==> config.mk <==
export PLATFORM = sky130hd
export DESIGN_NAME = scalar_kalman_filter
export DESIGN_NICKNAME = d
export VERILOG_FILES = /design/src/sv/skf_pkg.sv /design/src/sv/skf_divider.sv /design/src/sv/scalar_kalman_filter.sv
export SDC_FILE = /design/constraint.sdc
export NUM_CORES = 2
export LEC_CHECK = 0
export BUFFER_PORTS_ARGS = -buffer_cell sky130_fd_sc_hd__buf_2
export CAP_MARGIN = 20
export CORE_MARGIN = 10
export CORE_UTILIZATION = 40
export DETAILED_ROUTE_END_ITERATION = 16
export PLACE_DENSITY = 0.66
export SLEW_MARGIN = 20
export SYNTH_ARGS = -nofsm -noshare
export SYNTH_HDL_FRONTEND = slang
export SYNTH_SLANG_ARGS = --single-unit
export TNS_END_PERCENT = 100
==> constraint.sdc <==
create_clock -name clk -period 17.6 [get_ports clk]
set_input_delay 1.76 -clock clk [delete_from_list [all_inputs] [get_ports clk]]
set_output_delay 1.76 -clock clk [all_outputs]
set_load 0.005 [all_outputs]
==> src/sv/skf_pkg.sv <==
// ----------------------------------------------------------------------------
// Scalar Kalman filter package
// Shared constants, register indexes and the sequencer state type.
// ----------------------------------------------------------------------------
package skf_pkg;

    localparam int FRAC_BITS_DEF = 16;
    localparam int GAIN_BITS     = 16;
    localparam logic [GAIN_BITS:0] GAIN_ONE = {1'b1, {GAIN_BITS{1'b0}}};

    localparam int DIV_STEPS = GAIN_BITS + 1;
    localparam int DIV_CNT_W = $clog2(DIV_STEPS);

    localparam logic [1:0] CFG_INIT_EST = 2'd0;
    localparam logic [1:0] CFG_PROC_NOISE = 2'd1;
    localparam logic [1:0] CFG_MEAS_NOISE = 2'd2;

    typedef enum logic [2:0] {
        ST_IDLE,
        ST_PREDICT,
        ST_START,
        ST_DIVIDE,
        ST_MULTIPLY,
        ST_FINISH
    } skf_state_t;

endpackage

==> src/sv/skf_divider.sv <==
// ----------------------------------------------------------------------------
// Scalar Kalman filter gain divider
// Restoring divider giving floor(dividend * 2^16 / divisor), one quotient bit
// per cycle.
// ----------------------------------------------------------------------------
module skf_divider
    import skf_pkg::*;
(
    input  logic                 clk,
    input  logic                 rst_n,
    input  logic                 start,
    input  logic [31:0]          dividend,
    input  logic [32:0]          divisor,
    output logic                 done,
    output logic [GAIN_BITS:0]   quotient
);

    logic [33:0]          rem_reg;
    logic [32:0]          den_reg;
    logic [GAIN_BITS:0]   quo_reg;
    logic [DIV_CNT_W-1:0] cnt_reg;
    logic                 busy_reg;
    logic                 done_reg;

    logic        ge;
    logic [33:0] rem_sub;

    assign ge      = rem_reg >= {1'b0, den_reg};
    assign rem_sub = ge ? (rem_reg - {1'b0, den_reg}) : rem_reg;

    always_ff @(posedge clk or negedge rst_n)
    begin
        if (!rst_n)
        begin
            busy_reg <= 1'b0;
            done_reg <= 1'b0;
            cnt_reg  <= '0;
        end
        else
        begin
            done_reg <= 1'b0;
            if (start)
            begin
                busy_reg <= 1'b1;
                cnt_reg  <= '0;
            end
            else if (busy_reg)
            begin
                cnt_reg <= cnt_reg + 1'b1;
                if (cnt_reg == DIV_CNT_W'(DIV_STEPS - 1))
                begin
                    busy_reg <= 1'b0;
                    done_reg <= 1'b1;
                end
            end
        end
    end

    always_ff @(posedge clk)
    begin
        if (start)
        begin
            rem_reg <= {2'b00, dividend};
            den_reg <= divisor;
            quo_reg <= '0;
        end
        else if (busy_reg)
        begin
            rem_reg <= {rem_sub[32:0], 1'b0};
            quo_reg <= {quo_reg[GAIN_BITS-1:0], ge};
        end
    end

    assign done     = done_reg;
    assign quotient = quo_reg;

endmodule

==> src/sv/scalar_kalman_filter.sv <==
// ----------------------------------------------------------------------------
// Scalar Kalman filter
// One-dimensional constant-state Kalman filter on signed Q16.16 samples.
// ----------------------------------------------------------------------------
// Each measurement beat passes through the predict, start, divide, multiply
// and finish states before the next beat can be taken, the divide state running
// the bit-serial gain divider (one quotient bit per cycle); the block is not
// ready meanwhile. The result is held in an output register, so a new
// measurement is accepted while the previous result still waits. Writing any
// configuration register reloads the estimate and sets the covariance back to one.
module scalar_kalman_filter
    import skf_pkg::*;
#(
    parameter int FRAC_BITS = FRAC_BITS_DEF
)
(
    input  logic                  clk,
    input  logic                  rst_n,
    input  logic                  cfg_we,
    input  logic [1:0]            cfg_index,
    input  logic [31:0]           cfg_data,
    input  logic                  in_valid,
    output logic                  in_ready,
    input  logic signed [31:0]    measurement,
    output logic                  out_valid,
    input  logic                  out_ready,
    output logic signed [31:0]    filtered_estimate,
    output logic [GAIN_BITS:0]    kalman_gain
);

    localparam logic [31:0] COV_ONE = 32'(1) << FRAC_BITS;

    skf_state_t state_reg, state_next;

    logic [31:0]        init_est_reg;
    logic [30:0]        q_reg;
    logic [30:0]        r_reg;
    logic [31:0]        est_reg;
    logic [31:0]        cov_reg;
    logic [31:0]        meas_reg;
    logic [31:0]        p_reg;
    logic [GAIN_BITS:0] gain_reg;
    logic signed [50:0] prod_reg;
    logic [48:0]        covp_reg;
    logic               out_valid_reg;
    logic [31:0]        out_est_reg;
    logic [GAIN_BITS:0] out_gain_reg;

    logic               div_start;
    logic               div_done;
    logic [GAIN_BITS:0] div_quo;
    logic               commit;
    logic               cfg_hit;

    logic [32:0]        p_sum;
    logic [31:0]        p_sat;
    logic [32:0]        den;
    logic signed [32:0] diff;
    logic signed [50:0] rounded;
    logic signed [34:0] est_sum;
    logic [31:0]        est_new;

    assign p_sum = {1'b0, cov_reg} + {2'b00, q_reg};
    assign p_sat = p_sum[32] ? 32'hFFFF_FFFF : p_sum[31:0];
    assign den   = {1'b0, p_reg} + {2'b00, r_reg};
    assign diff  = $signed({meas_reg[31], meas_reg}) - $signed({est_reg[31], est_reg});

    assign rounded = prod_reg + 51'sd32768;
    assign est_sum = $signed({{3{est_reg[31]}}, est_reg}) + $signed(rounded[50:16]);

    always_comb
    begin
        if (est_sum > 35'sh0_7FFF_FFFF)
        begin
            est_new = 32'h7FFF_FFFF;
        end
        else if (est_sum < -35'sh0_8000_0000)
        begin
            est_new = 32'h8000_0000;
        end
        else
        begin
            est_new = est_sum[31:0];
        end
    end

    assign cfg_hit = cfg_we && (cfg_index == CFG_INIT_EST || cfg_index == CFG_PROC_NOISE
                                || cfg_index == CFG_MEAS_NOISE);

    skf_divider u_div (
        .clk      (clk),
        .rst_n    (rst_n),
        .start    (div_start),
        .dividend (p_reg),
        .divisor  (den),
        .done     (div_done),
        .quotient (div_quo)
    );

    always_comb
    begin
        state_next = state_reg;
        case (state_reg)
            ST_IDLE:
            begin
                if (in_valid)
                begin
                    state_next = ST_PREDICT;
                end
            end
            ST_PREDICT:  state_next = ST_START;
            ST_START:    state_next = ST_DIVIDE;
            ST_DIVIDE:
            begin
                if (div_done)
                begin
                    state_next = ST_MULTIPLY;
                end
            end
            ST_MULTIPLY: state_next = ST_FINISH;
            ST_FINISH:
            begin
                if (!out_valid_reg || out_ready)
                begin
                    state_next = ST_IDLE;
                end
            end
            default:     state_next = ST_IDLE;
        endcase
    end

    always_comb
    begin
        in_ready  = 1'b0;
        div_start = 1'b0;
        commit    = 1'b0;
        case (state_reg)
            ST_IDLE:   in_ready  = 1'b1;
            ST_START:  div_start = 1'b1;
            ST_FINISH: commit    = !out_valid_reg || out_ready;
            default:
            begin
                in_ready = 1'b0;
            end
        endcase
    end

    always_ff @(posedge clk or negedge rst_n)
    begin
        if (!rst_n)
        begin
            state_reg     <= ST_IDLE;
            init_est_reg  <= '0;
            q_reg         <= 31'd655;
            r_reg         <= 31'd6554;
            est_reg       <= '0;
            cov_reg       <= COV_ONE;
            out_valid_reg <= 1'b0;
        end
        else
        begin
            state_reg <= state_next;
            if (cfg_hit)
            begin
                case (cfg_index)
                    CFG_INIT_EST:   init_est_reg <= cfg_data;
                    CFG_PROC_NOISE: q_reg        <= cfg_data[30:0];
                    CFG_MEAS_NOISE: r_reg        <= cfg_data[30:0];
                    default:        init_est_reg <= init_est_reg;
                endcase
                est_reg <= (cfg_index == CFG_INIT_EST) ? cfg_data : init_est_reg;
                cov_reg <= COV_ONE;
            end
            else if (commit)
            begin
                est_reg <= est_new;
                cov_reg <= covp_reg[GAIN_BITS+31:GAIN_BITS];
            end
            if (commit)
            begin
                out_valid_reg <= 1'b1;
            end
            else if (out_ready)
            begin
                out_valid_reg <= 1'b0;
            end
        end
    end

    always_ff @(posedge clk)
    begin
        if (in_valid && in_ready)
        begin
            meas_reg <= measurement;
        end
        if (state_reg == ST_PREDICT)
        begin
            p_reg <= p_sat;
        end
        if (state_reg == ST_DIVIDE && div_done)
        begin
            gain_reg <= (div_quo > GAIN_ONE) ? GAIN_ONE : div_quo;
        end
        if (state_reg == ST_MULTIPLY)
        begin
            prod_reg <= 51'(diff) * 51'($signed({1'b0, gain_reg}));
            covp_reg <= 49'(p_reg) * 49'(GAIN_ONE - gain_reg);
        end
        if (commit)
        begin
            out_est_reg  <= est_new;
            out_gain_reg <= gain_reg;
        end
    end

    assign out_valid         = out_valid_reg;
    assign filtered_estimate = out_est_reg;
    assign kalman_gain       = out_gain_reg;

endmodule

==> results by stage <==
STA:
- The max-slew violation count is 0.
- Measured against its own limit, the worst slew margin works out to 0.202.
- Clock skew on the completed layout was measured at 0.0423 ns.
- The slew of the pin with the lowest slew margin is 1.20 ns.
- The number of endpoints with negative hold slack in the final report came to 0.
- The sum of negative setup slack is 0 ns.
- Setup repair after global routing left no endpoint under its margin.
- The final critical-path share of the clock period is 0.604.
- Setup violations remaining at the end of the flow were counted as 0.
- The time the worst path needs with I/O delays and setup is 10.63 ns.
- The timing-limited maximum frequency is 0.0941 GHz.

Clocking:
- The number of hold buffers added after cts is 0.
- The clock-pin slew of the registers on the worst-case setup and hold paths is 0.06 ns.
- CTS saw 451 sinks.
- Once the clock tree was built, the setup fixing pass inserted 0 buffers.
- The TritonCTS clock tree is yes.
- The number of resized instances in the post-cts repair step is 0.
- The tree is rooted in a sky130_fd_sc_hd__clkbuf_16.
- In this run the deepest clock path goes through 3 buffers.
- The CTS buffer count is 50.
- The level count of the clock H-tree is 2.
- The clock latency on the worst-skew pair is 0.65 ns.

Critical path:
- Across all register-to-register paths, the minimum setup slack is 6.97 ns.
- The critical register-to-register path endpoint is prod_reg[50].
- The endpoint arrival time on the critical path is 11.02 ns.
- The startpoint-to-endpoint class of the critical path is flop to flop.
- The worst setup path is launched from a flop.
- The most common cell type on the critical path is sky130_fd_sc_hd__fa_1.
- The delay of the slowest cell on the worst path is 0.81 ns.
- STA classifies the critical path endpoint as a flop.
- The maximum fanout along the worst path is 17.
- The depth of the most critical reg-to-reg path is 33.
- The worst register-to-register path begins at est_reg[0].
- At the worst endpoint, the required time is 17.99 ns.
- The slowest cell on the critical path is sky130_fd_sc_hd__a2111oi_1.

Finish:
- The flip-flop count of the largest register after layout is 36.
- The area of the multi-input gates is 43,900 µm².
- The share of layout cells above drive strength 1 is 0.0756.
- Fill cells in the final layout number 14,800.
- Summing all flip-flop and latch instances after layout gives 12,500 µm².
- The net count of the finished layout is 8,122.
- The signed area change from the synthesized netlist to the final layout is 7.57%.

Status:
- The run finished with clean final reports.

Synthesis:
- The most numerous cell in the Yosys netlist is sky130_fd_sc_hd__inv_1.
- Averaged over all synthesized cells, the footprint is 9.37 µm².
- The share of the Yosys chip area taken by registers is 0.201.
- The fraction of registers with async set or reset after synthesis is 0.375.
- The post-synthesis instance total is 6,649.
- The post-synthesis sequential element count is 451.
- In the synthesized netlist, the cells that appear most often are 1,296 x sky130_fd_sc_hd__inv_1, 1,018 x sky130_fd_sc_hd__fa_1, 958 x sky130_fd_sc_hd__nand2_1.
- Among all flip-flop cells after synthesis, the most frequent one is sky130_fd_sc_hd__edfxtp_1.
- The synthesized netlist net count is 8,158.
- By area the synthesized netlist is led by sky130_fd_sc_hd__fa_1 33%, sky130_fd_sc_hd__edfxtp_1 13%, sky130_fd_sc_hd__ha_1 8.4%.
- The mapped netlist covers 62,300 µm².
- The leading area contributor after synthesis is sky130_fd_sc_hd__fa_1.
- The count of flip-flops with a built-in enable after synthesis is 263.
- The portion of synthesized cell area occupied by the leading cell type is 0.327.
- The total number of yosys warnings is 0.
- The number of library cell types mapped by synthesis is 95.

GRT:
- Entering global routing, the biggest net connects 99 pins.
- The initial antenna violation count is 12.
- The first global-routing pass estimated 274,000 µm of wire.
- The number of global-route vias before repair is 49,000.
- The total overflow reported by the global router is 0.
- In the global route stage, overall resource usage came out at 0.199.

Min path:
- The tightest min-delay check is of the flop to flop type.
- The depth of the worst hold-timing path is 2.
- The worst hold path begins at covp_reg[32].
- The terminating pin of the worst hold path is cov_reg[16].

Floorplanning:
- In this run the count of I/O pins placed on the die edge is 122.
- The total number of placement rows is 144.
- From bottom edge to top edge, the die measures 415 µm.
- The die covers 172,000 µm².
- In this run the standard cell core region covers 154,000 µm².
- The die span in x is 415 µm.
- The initial utilization of the core area, before any placement, comes to 0.403.

Placed design:
- The detailed placement HPWL is 131,000 µm.
- Routability-driven placement finished with a final weighted congestion of 0.889.
- The number of buffer cells added on primary ports is 121.

Drt:
- The violation count after the first detailed-route iteration is 2,978.
- For this block, the routed nets add up to 172,000 µm of wire.
- After detailed routing, the number of remaining DRC violations is 0.
- The iteration count of the initial detailed-routing pass is 6.
- Using the TritonRoute via totals, the vias-per-cell ratio works out to 5.25.
- The number of vias after detailed routing is 45,700.
- After detailed routing, the average wire length per cell comes to 19.7 µm.
- In this run the remaining antenna-violating nets after routing total 0.

Job:
- The number of maximum-capacitance violations is 0.
[area by class of cell]
cell class / instances / area share
antenna: 5 / 0.000187
timing repair buffer: 228 / 0.0218
multi-input combinational: 4586 / 0.655
tap: 2044 / 0.0382
inverter: 1296 / 0.0727
clock inverter: 25 / 0.00422
sequential: 451 / 0.187
clock buffer: 69 / 0.0211
[routing by layer]
layer  vias up  GRT usage  share of wire
met1     23300      0.242           0.39
met5         -          0              0
li1      20600          -              -
met4         0     0.0886          0.052
met3       387     0.0208          0.056
met2      1481      0.354           0.50
[how the worst max path moves through the flow]
stage	from	end	slack [ns]	cells after the start
6_report	est_reg[0]	prod_reg[50]	6.97	33
5_1_grt	est_reg[0]	prod_reg[50]	6.37	33
4_1_cts	est_reg[0]	prod_reg[50]	6.77	33
3_5_place_dp	est_reg[0]	prod_reg[50]	6.84	33
3_3_place_gp	est_reg[0]	prod_reg[49]	7.03	36
2_1_floorplan	est_reg[0]	prod_reg[49]	8.97	34
[metrics by stage]
stage	area (µm²)	hold slack [ns]	cells	util	worst slack, ns
floorplan	62300	0.421	6649	-	8.97
global placement	65200	0.463	8601	0.422	7.03
detailed placement	65200	0.461	8602	0.422	6.84
CTS	66900	0.470	8696	0.433	6.77
global route	67000	0.484	8699	0.434	6.37
finish	67000	0.471	8704	0.434	6.97
[cells in the final DEF (no fill, tap or decap), drive strengths merged, types with 10 or more instances in the layout]
cell    synthesis  routed
dfrtp         155     155
and4           10      10
o21bai         22      22
nand4          37      37
mux2           96      96
a21boi         11      11
a31o           16      16
a31oi          65      65
o31ai          11      11
dfxtp          19      19
xor2           85      85
or2            19      19
a211oi         23      23
nor4           12      12
ha            420     420
nor3           49      49
clkinv          0      14
nand3b         13      13
fa           1018    1018
nand2b         40      40
nand3          66      66
nor2          257     257
edfxtp        263     263
and3b          10      10
and3           43      43
o21ai         149     149
buf            28     228
a21oi         226     226
and2          396     396
dfstp          14      14
xnor2         167     167
clkbuf        288      69
nand2         958     958
o211ai         12      12
o21a           29      29
inv          1296    1300
mux2i          37      37
nor2b          77      77
a21o          106     106
[cells by family (layout without fill, tap and decap cells)]
kind of cell	after synthesis	count (layout)	share of synthesized area
AND/OR/NAND/NOR	2017	2017	0.154
buffers and inverters	1612	1618	0.0976
adder cells (fa/ha/maj)	1438	1438	0.412
AO/OA/AOI/OAI	746	746	0.0772
flip-flops	451	451	0.201
XOR/XNOR	252	252	0.0356
multiplexers	133	133	0.0233
other	0	5	0
[critical path: cells and delay by family, from the launching register on]
kind / cells / cell delay (ns)
AOI/OAI and AO/OA: 12 / 3.64
xor gates and xnor gates: 1 / 0.17
adders and majority gates: 9 / 4.00
buffers and inverters: 4 / 0.20
DFF: 1 / 0.41
muxes: 1 / 0.21
and+or+nand+nor: 6 / 1.75
Power is not shown: default switching activity piles up to over one toggle a cycle in this logic, so the estimate is an artifact.
